## config.mk

```make
export PLATFORM = sky130hd
export DESIGN_NAME = linear_deque_engine_unit
export DESIGN_NICKNAME = d
export VERILOG_FILES = /design/src/ldeq_pkg.sv /design/src/ldeq_store.sv /design/src/ldeq_ctrl.sv /design/src/linear_deque_engine_unit.sv
export SDC_FILE = /design/constraint.sdc
export NUM_CORES = 1
export LEC_CHECK = 0
export BUFFER_PORTS_ARGS = -buffer_cell sky130_fd_sc_hd__buf_2
export CAP_MARGIN = 20
export CORE_ASPECT_RATIO = 0.8
export CORE_UTILIZATION = 48
export DETAILED_ROUTE_END_ITERATION = 8
export PLACE_DENSITY = 0.71
export SLEW_MARGIN = 5
export SYNTH_ARGS = -nofsm -noshare
export SYNTH_HDL_FRONTEND = slang
export SYNTH_SLANG_ARGS = --single-unit
```

## constraint.sdc

```tcl
create_clock -name clk -period 14.15 [get_ports clk]
set_input_delay 0.7075 -clock clk [delete_from_list [all_inputs] [get_ports clk]]
set_output_delay 0.7075 -clock clk [all_outputs]
set_load 0.05 [all_outputs]
```

## src/ldeq_pkg.sv

```systemverilog
// ----------------------------------------------------------------------------
// ldeq_pkg
// Shared sizes, request and status codes, and the control bundle that the
// decision logic hands to the top level of the linear deque engine.
// ----------------------------------------------------------------------------
`default_nettype none
package ldeq_pkg;

  localparam int DEPTH = 16;
  localparam int IDX_W = (DEPTH > 1) ? $clog2(DEPTH) : 1;
  localparam logic [IDX_W-1:0] LAST_IDX = IDX_W'(DEPTH - 1);

  localparam int DATA_W = 32;
  localparam int OP_W   = 3;
  localparam int ST_W   = 2;

  localparam logic [OP_W-1:0] OP_INS_FRONT  = 3'd0;
  localparam logic [OP_W-1:0] OP_INS_REAR   = 3'd1;
  localparam logic [OP_W-1:0] OP_REM_FRONT  = 3'd2;
  localparam logic [OP_W-1:0] OP_REM_REAR   = 3'd3;
  localparam logic [OP_W-1:0] OP_PEEK_FRONT = 3'd4;
  localparam logic [OP_W-1:0] OP_PEEK_REAR  = 3'd5;

  localparam logic [ST_W-1:0] ST_OK      = 2'd0;
  localparam logic [ST_W-1:0] ST_FULL    = 2'd1;
  localparam logic [ST_W-1:0] ST_NOFRONT = 2'd2;
  localparam logic [ST_W-1:0] ST_EMPTY   = 2'd3;

  // Everything one request decides: pointer updates, the store access and
  // the parts of the result that do not come from the store.
  typedef struct packed {
    logic [IDX_W-1:0]  front_next;
    logic [IDX_W-1:0]  rear_next;
    logic              empty_next;
    logic              wr_en;
    logic [IDX_W-1:0]  wr_addr;
    logic [IDX_W-1:0]  rd_addr;
    logic              use_store;
    logic [DATA_W-1:0] imm_value;
    logic [ST_W-1:0]   status;
  } ctrl_t;

endpackage
`default_nettype wire

```

## src/ldeq_store.sv

```systemverilog
// ----------------------------------------------------------------------------
// ldeq_store
// Element store: one write port and one registered read port.
// ----------------------------------------------------------------------------
`default_nettype none
module ldeq_store (
  input  wire logic                       clk,
  input  wire logic                       wr_en,
  input  wire logic [ldeq_pkg::IDX_W-1:0] wr_addr,
  input  wire logic [ldeq_pkg::DATA_W-1:0] wr_data,
  input  wire logic [ldeq_pkg::IDX_W-1:0] rd_addr,
  output logic [ldeq_pkg::DATA_W-1:0]     rd_data
);
  import ldeq_pkg::*;

  logic [DATA_W-1:0] mem [DEPTH];

  always_ff @(posedge clk) begin
    if (wr_en) begin
      mem[wr_addr] <= wr_data;
    end
  end

  // A request that writes the store never uses the read data, so
  // read-during-write behavior does not matter.
  always_ff @(posedge clk) begin
    rd_data <= mem[rd_addr];
  end

endmodule
`default_nettype wire

```

## src/ldeq_ctrl.sv

```systemverilog
// ----------------------------------------------------------------------------
// ldeq_ctrl
// Request decision logic: checks the ends of the deque and works out the
// pointer moves, the store access and the status of one request.
// ----------------------------------------------------------------------------
`default_nettype none
module ldeq_ctrl (
  input  wire logic [ldeq_pkg::OP_W-1:0]   op,
  input  wire logic [ldeq_pkg::DATA_W-1:0] value_in,
  input  wire logic [ldeq_pkg::IDX_W-1:0]  front,
  input  wire logic [ldeq_pkg::IDX_W-1:0]  rear,
  input  wire logic                        empty,
  output ldeq_pkg::ctrl_t                  ctrl
);
  import ldeq_pkg::*;

  logic full;
  logic is_front_op;

  assign full = !empty && (rear == LAST_IDX);
  assign is_front_op = (op == OP_REM_FRONT) || (op == OP_PEEK_FRONT);

  always_comb begin
    ctrl            = '0;
    ctrl.front_next = front;
    ctrl.rear_next  = rear;
    ctrl.empty_next = empty;
    ctrl.rd_addr    = is_front_op ? front : rear;
    ctrl.status     = ST_OK;

    unique case (op)
      OP_INS_FRONT, OP_INS_REAR: begin
        ctrl.imm_value = value_in;
        if (full) begin
          ctrl.status = ST_FULL;
        end else if (empty) begin
          ctrl.front_next = '0;
          ctrl.rear_next  = '0;
          ctrl.empty_next = 1'b0;
          ctrl.wr_en      = 1'b1;
          ctrl.wr_addr    = '0;
        end else if (op == OP_INS_FRONT) begin
          if (front == '0) begin
            ctrl.status = ST_NOFRONT;
          end else begin
            ctrl.front_next = front - 1'b1;
            ctrl.wr_en      = 1'b1;
            ctrl.wr_addr    = front - 1'b1;
          end
        end else begin
          ctrl.rear_next = rear + 1'b1;
          ctrl.wr_en     = 1'b1;
          ctrl.wr_addr   = rear + 1'b1;
        end
      end
      OP_REM_FRONT, OP_REM_REAR, OP_PEEK_FRONT, OP_PEEK_REAR: begin
        if (empty) begin
          ctrl.imm_value = '1;
          ctrl.status    = ST_EMPTY;
        end else begin
          ctrl.use_store = 1'b1;
          if (op == OP_REM_FRONT || op == OP_REM_REAR) begin
            if (front == rear) begin
              ctrl.front_next = '0;
              ctrl.rear_next  = '0;
              ctrl.empty_next = 1'b1;
            end else if (op == OP_REM_FRONT) begin
              ctrl.front_next = front + 1'b1;
            end else begin
              ctrl.rear_next = rear - 1'b1;
            end
          end
        end
      end
      default: begin
        // Unused request codes leave the deque alone and answer zero.
        ctrl.imm_value = '0;
      end
    endcase
  end

endmodule
`default_nettype wire

```

## src/linear_deque_engine_unit.sv

```systemverilog
// ----------------------------------------------------------------------------
// linear_deque_engine_unit
// Double-ended queue kept in a linear, non-circular store of DEPTH words.
// ----------------------------------------------------------------------------
// A request is taken on every clock edge where start is high and busy is low;
// busy is high only while reset is applied, so the block takes one item per
// cycle, back to back. Each item produces exactly one result, shown on
// value_out, status, now_empty and now_full for the single cycle in which done
// is high: the cycle right after the item was taken. The receiver cannot hold
// results off, so it must capture them in that cycle. The result lags the item
// because the element store's read data is registered; pointer updates
// happen at the edge that takes the item, so the next item already sees them.
// Because the store is linear, an insert reports full whenever the rear end
// sits at the last slot, even for a front insert, and a front insert reports
// no space when the front end sits at slot zero. Removing the last element
// returns both ends to slot zero. Removing or peeking an empty deque returns
// -1 with the empty status.
// ----------------------------------------------------------------------------
`default_nettype none
module linear_deque_engine_unit (
  input  wire logic                        clk,
  input  wire logic                        rst,
  input  wire logic                        start,
  output logic                             busy,
  input  wire logic [ldeq_pkg::OP_W-1:0]   op,
  input  wire logic signed [ldeq_pkg::DATA_W-1:0] value_in,
  output logic                             done,
  output logic signed [ldeq_pkg::DATA_W-1:0] value_out,
  output logic [ldeq_pkg::ST_W-1:0]        status,
  output logic                             now_empty,
  output logic                             now_full
);
  import ldeq_pkg::*;

  // Deque end pointers and the empty flag.
  logic [IDX_W-1:0] front;
  logic [IDX_W-1:0] rear;
  logic             empty;

  // Result register; the store data joins it through the value select.
  logic              use_store;
  logic [DATA_W-1:0] imm_value;
  logic [DATA_W-1:0] rd_data;

  ctrl_t ctrl;
  logic  accept;

  assign busy   = rst;
  assign accept = start && !busy;

  ldeq_ctrl u_ctrl (
    .op       (op),
    .value_in (value_in),
    .front    (front),
    .rear     (rear),
    .empty    (empty),
    .ctrl     (ctrl)
  );

  ldeq_store u_store (
    .clk     (clk),
    .wr_en   (accept && ctrl.wr_en),
    .wr_addr (ctrl.wr_addr),
    .wr_data (value_in),
    .rd_addr (ctrl.rd_addr),
    .rd_data (rd_data)
  );

  // Pointer state moves at the edge that takes the item.
  always_ff @(posedge clk) begin
    if (rst) begin
      front <= '0;
      rear  <= '0;
      empty <= 1'b1;
    end else if (accept) begin
      front <= ctrl.front_next;
      rear  <= ctrl.rear_next;
      empty <= ctrl.empty_next;
    end
  end

  always_ff @(posedge clk) begin
    if (rst) begin
      done <= 1'b0;
    end else begin
      done <= accept;
    end
  end

  // Payload of the result; the flags describe the deque after the request.
  always_ff @(posedge clk) begin
    if (accept) begin
      use_store <= ctrl.use_store;
      imm_value <= ctrl.imm_value;
      status    <= ctrl.status;
      now_empty <= ctrl.empty_next;
      now_full  <= !ctrl.empty_next && (ctrl.rear_next == LAST_IDX);
    end
  end

  assign value_out = use_store ? rd_data : imm_value;

endmodule
`default_nettype wire

```

; ---- Yosys cells after proc, flatten, opt, wreduce, memory -nomap -nowiden
; Memories as Yosys holds them, arrays and structs flattened. A register that Yosys moved wholly into a read port is not among the register bits.
; Cells that the tools add are included.
; Widths: inputs -> output; s select.
[classes]
n_mux = 28
n_reduce_logical = 15
n_eq_ne = 14
add_sub_neg = 4
[ops]
columns = operator, n
row1 = $pmux 32 s2, 1
row2 = $mux 34, 1
row3 = $mux 32, 1
row4 = $mux 4, 6
row5 = $mux 5, 4
row6 = $mux 9, 2
row7 = $pmux 9 s2, 1
row8 = $mux 8, 2
row9 = $mux 14, 1
row10 = $add 4x1->4 const B, 2
row11 = $eq 4x4->1 const B, 2
row12 = $mux 2, 4
row13 = $reduce_and 8->1, 1
row14 = $sub 4x1->4 const B, 2
row15 = $eq 3x2->1 const B, 2
row16 = $eq 3x3->1 const B, 2
row17 = $eq 4x4->1, 1
row18 = $logic_and 1x1->1, 4
row19 = $logic_not 4->1, 1
row20 = $mux 1, 4
row21 = $ne 2x2->1 const B, 2
row22 = $pmux 2 s2, 1
row23 = $reduce_or 4->1, 1
row24 = $eq 3x1->1 const B, 1
row25 = other kinds (9), 12
[totals]
input_bits = 38
ram_bits = 512
memories = 1
out_inout_bits = 38
register_bits = 47
[memory_table]
columns = memory, depth, width, read_ports, rd_ports_with_merged_regs, wr, line
row1 = u_store.mem, 16, 32, 1, 1, 1, ldeq_store.sv:16  ; logic [DATA_W-1:0] mem [DEPTH];

; ---- Depth between registers and ports, before layout
[logic_depth]
word_depth = 9
depth_mapped = 10
depth_no_buf = 8

; ---- Cells and area by module
; From an unflattened synthesis, not the netlist that was laid out.
[hier_totals]
hier_cells = 1171
area_unflattened_um2 = 23161.0
[by_module_without_submodules]
columns = module, area_per_inst_um2, instances, cells_per_inst
row1 = ldeq_store, 19835.3, 1, 838
row2 = linear_deque_engine_unit, 2028.2, 1, 109
row3 = ldeq_ctrl, 1297.5, 1, 224

; ---- Least setup slack after synthesis
; OpenSTA, ideal clock, no wires.
[synth_path]
path_type = input to register
startpoint = input start
endpoint = memory u_store.mem[3][0] (enable)
cell_stages = 6
arrival_time_ns = 4.716
path_slack_ns = 9.013
setup_time_ns = 0.421
cell_sequence = clkbuf_1 nor2b_1 nand2_1 nor3_1 nand2_1 nor2_1
[synth_between]
elab_chain_cells = 4
[synth_lines]
columns = element, line
row1 = "start, declared", linear_deque_engine_unit.sv:23  ; input wire logic start,
row2 = $logic_and 1x1->1, linear_deque_engine_unit.sv:49  ; assign accept = start && !busy;
row3 = via accept, linear_deque_engine_unit.sv:46  ; logic accept;
row4 = $logic_and 1x1->1, linear_deque_engine_unit.sv:62  ; .wr_en (accept && ctrl.wr_en),
row5 = $mux 1, ldeq_store.sv:19  ; if (wr_en) begin
row6 = $mux 1 (not written as such), ldeq_store.sv:20  ; mem[wr_addr] <= wr_data;
row7 = "end, declared", ldeq_store.sv:16
; The timed path passes the listed nets, and every way through them passes these cells.

; ---- Worst setup path in the final report
[layout_path]
startpoint = input op[0] (netlist bit)
endpoint = register u_store.rd_data[23] (netlist bit), read port of u_store.mem
[layout_between]
elab_chain_cells = 3
word_cells_on_any_way = 4
[layout_lines]
columns = element, line
row1 = "start, declared", linear_deque_engine_unit.sv:25  ; input wire logic [ldeq_pkg::OP_W-1:0] op,
row2 = $eq 3x2->1 / $eq 3x3->1 (equally long branches), ldeq_ctrl.sv:21  ; assign is_front_op = (op == OP_REM_FRONT) || (op == OP_PEEK_FRONT);
row3 = $logic_or 1x1->1 *, ldeq_ctrl.sv:21
row4 = $mux 4 *, ldeq_ctrl.sv:28  ; ctrl.rd_addr = is_front_op ? front : rear;
row5 = "end, declared", ldeq_store.sv:12  ; output logic [ldeq_pkg::DATA_W-1:0] rd_data
; Every way passes the cells marked *; elsewhere a longest branch is shown, timed or not.
; A chain may end at the register's enable or synchronous reset.

==> key figures <==
Status
  – Status: completed

Power
  – VDD IR max: 135.8 uV
  – Switching fraction of total power: roughly a quarter
  – Clock share of power: ~39%
  – P_leak: between 9 and 10 nW
  – Register share of total power: 50.5%
  – PwrDens: 133.8 nW/um^2
  – Internal Power: 2.943 mW
  – Psw: around 0.91 mW
  – Comb power frac: 10.3%

Synth
  – Mux contribution to synthesized area: 10.93%
  – Commonest cells in the netlist: 549 x edfxtp_1, 196 x nand3_1, 167 x mux2i_1
  – Mapped Nets: between 1,500 and 2,000
  – Synth Area in Adders: 0.1930%
  – Post-synth cell types: 50
  – Netlist Area Pre-Place: between 20,000 and 30,000 um^2
  – Post-synth top area share: 63.57%
  – Yosys reg bits: 591
  – Post-synth EDFFs: 549
  – Post-synthesis xor/xnor area fraction: less than 1%
  – Synth area leaders: edfxtp_1 64%, mux2i_1 6.4%, mux2_2 4.3%, nand3_1 3.8%, dfxtp_1 3.2%
  – Post-synthesis sequential area ratio: 66.81%
  – Ys async rst share: 0%
  – Syn. warnings: 0
  – Synth Area in Compound Gates: 9.312%
  – Most frequent cell after synthesis: edfxtp_1
  – Synth Instances: about 1,800
  – Largest family of logic cells by synthesized area: multiplexers
  – Leading area contributor after synthesis: edfxtp_1
  – Simple-gate share of the synthesized area: 9.259%
  – Main flop type after synthesis: edfxtp_1
  – Synthesized area per cell: 14.30 um^2

Global route
  – GRT overflow: 0
  – Vias in the first global route: 15,450
  – Largest net degree at the start of global routing: 113
  – Initial antenna violation count: 1
  – First-pass GRT wire length: 92,010 um
  – GRT Total Usage: roughly 22%

Die
  – Die W: 261.9 um
  – Core Region: 52,930 um^2
  – Initial Utilization: about 49%
  – Row cnt: between 70 and 80
  – Die area: between 50,000 and 60,000 um^2
  – Die height: 209.9 um
  – I/O pin total: 76

Route
  – Number of nets with antenna violations after routing: 0
  – Total iterations of the first detailed-routing run: 6
  – Drt initial violations: 1,443
  – Routed WL: 60,370 um
  – Vias per cell: 6.125
  – Vias: 15,736
  – Drt wl/cell: 23.50 um
  – # DRC: 0

Timing
  – Post-route minimum period: 4.470 ns
  – Finish-stage setup viols: 0
  – Max Slew Vio Count: 0
  – Clk_skew: 0.02712 ns
  – Post-route setup TNS: 0 ns
  – RSZ-0062 raised after global routing: false
  – Fmax: 223.7 MHz
  – Final Hold Viols: 0
  – Least-Margin Pin Slew: 1.122 ns
  – Slew margin rel.: approximately 25%
  – Crit share post-route: 31.59%

Critical path
  – Critical Path Start Type: input port
  – Worst EP required: 14.66 ns
  – Crit Path Class: input port to flip-flop
  – Worst Path Arrival: 4.98 ns
  – Worst Path Max Fanout: 74
  – Type of destination of the critical path: flip-flop

Place
  – Buffers on Ports: 75
  – DP Wirelength: 33,070 um
  – RD Place Congestion: 0.7753
  – Dpl cell area: 26,940 um^2

Layout
  – Nets@finish: 1,872
  – Area of the multi-input gates: 8053 um^2
  – Fill count: 4,289
  – Fin area: between 20,000 and 30,000 um^2
  – Antenna diodes: 0
  – Area growth syn-to-layout: 11.10%
  – Layout cells sized above 1: 17.70%
  – Seq. cell area: 17,330 um^2

Min path
  – Tightest Hold Check Type: input port to flip-flop

Job
  – Maxcap violations: 0

Clocking
  – Max clock buf depth: 3
  – Clock root cell: clkbuf_16
  – Worst-skew pair later-pin latency: 0.62 ns
  – CTS resizes: 0
  – Clock-pin slew on the worst setup and hold paths: 0.06 ns
  – Post-CTS Hold Buffers: 0
  – Setup repair bufs after CTS: 0
  – H-tree depth: 2
  – CTS tree: built
  – TritonCTS Buffers: 56
  – CTS Sinks: 591
==> critical path, cell delays in order <==
cell and delay (ns):
buf_2 0.08, buf_4 0.69, nor2_4 0, buf_4 0.37, nand2_2 0.15, buf_4 0.67
o21a_4 0.68, buf_4 0.83, mux2i_1 0.18, mux2_2 0.29, o221ai_1 0.21
==> kinds of logic (layout without fill, tap and decap cells) <==
| group | Yosys count | after routing |
|---|---|---|
| and+or+nand+nor | 470 | 470 |
| xor gates and xnor gates | 13 | 13 |
| AOI/OAI and AO/OA | 302 | 302 |
| muxes | 268 | 268 |
| buffers and inverters | 166 | 228 |
| adders and majority gates | 4 | 4 |
| DFF | 591 | 591 |
==> layout by cell type (no fill, tap or decap), types with 37 or more instances in the layout <==
cell type,count
edfxtp_1,549
nand3_1,196
mux2i_1,166
mux2_2,98
nand2_1,87
buf_2,75
a211oi_1,70
o22ai_1,66
nor2b_1,65
and2_1,64
o211a_1,63
clkbuf_16,57
dfxtp_1,41
buf_4,37
==> layer usage <==
metal,share of wire [%],up-vias,GRT usage [%],wire (um)
met4,2.4,0,6.977,1450
met2,46,577,34.56,27890
li1,-,7094,-,-
met5,0,-,0,0
met1,45,7967,31.88,27070
met3,6.5,98,3.237,3954
==> power by group through the flow <==
stage | Combinational (mW) | Clock (mW) | Sequential, mW
4_1_cts | 0.396 | 1.54 | 1.95
2_1_floorplan | 0.291 | 0 | 1.98
3_5_place_dp | 0.394 | 0 | 1.99
5_1_grt | 0.428 | 1.60 | 1.95
6_report | 0.398 | 1.51 | 1.95
3_3_place_gp | 0.382 | 0 | 1.99
==> per-stage QoR <==
stage                     hold WS (ns)  power (mW)  std cells  utilization (%)  setup slack (ns)
after floorplan                 0.5373       2.273       1814                -             9.013
after global placement          0.5988       2.368       2463            50.90             9.168
after detailed placement        0.5941       2.380       2464            50.91             9.060
after CTS                       0.3772       3.880       2568            54.38             9.701
after global routing            0.4348       3.983       2569            54.44             9.451
final                           0.4125       3.856       2569            54.44             9.680
==> worst paths after layout <==
kind | to | startpoint | slack [ns] | cells after the start
worst max-delay path | u_store.rd_data[23]$_DFF_P_ | op[0] | 9.68 | 11
worst min-delay path | rear[1]$_SDFFE_PP0P_ | start | 0.41 | 2
worst max register to register | u_store.rd_data[23]$_DFF_P_ | front[1]$_SDFFE_PP0P_ | 9.90 | 9
worst min register to register | u_store.rd_data[30]$_DFF_P_ | u_store.mem[15][30]$_DFFE_PP_ | 0.60 | 3
==> final cells by class <==
type                    count  share of cell area, %
clock inverters            22                 0.8599
flip-flops and latches    591                  60.15
well taps                 693                  3.010
clock buffers              82                  5.520
inverters                  11                 0.1433
multi-input cells        1057                  27.95
repair buffers            113                  2.363
==> sequential cells by signal (all words and copies together), names as in the netlist <==
name	cells
u_store.mem	512
empty	1
status	2
imm_value	32
now_full	1
front	4
use_store	1
now_empty	1
rear	4
u_store.rd_data	32
done	1
Note: power is estimated with default switching activity, not from simulation.
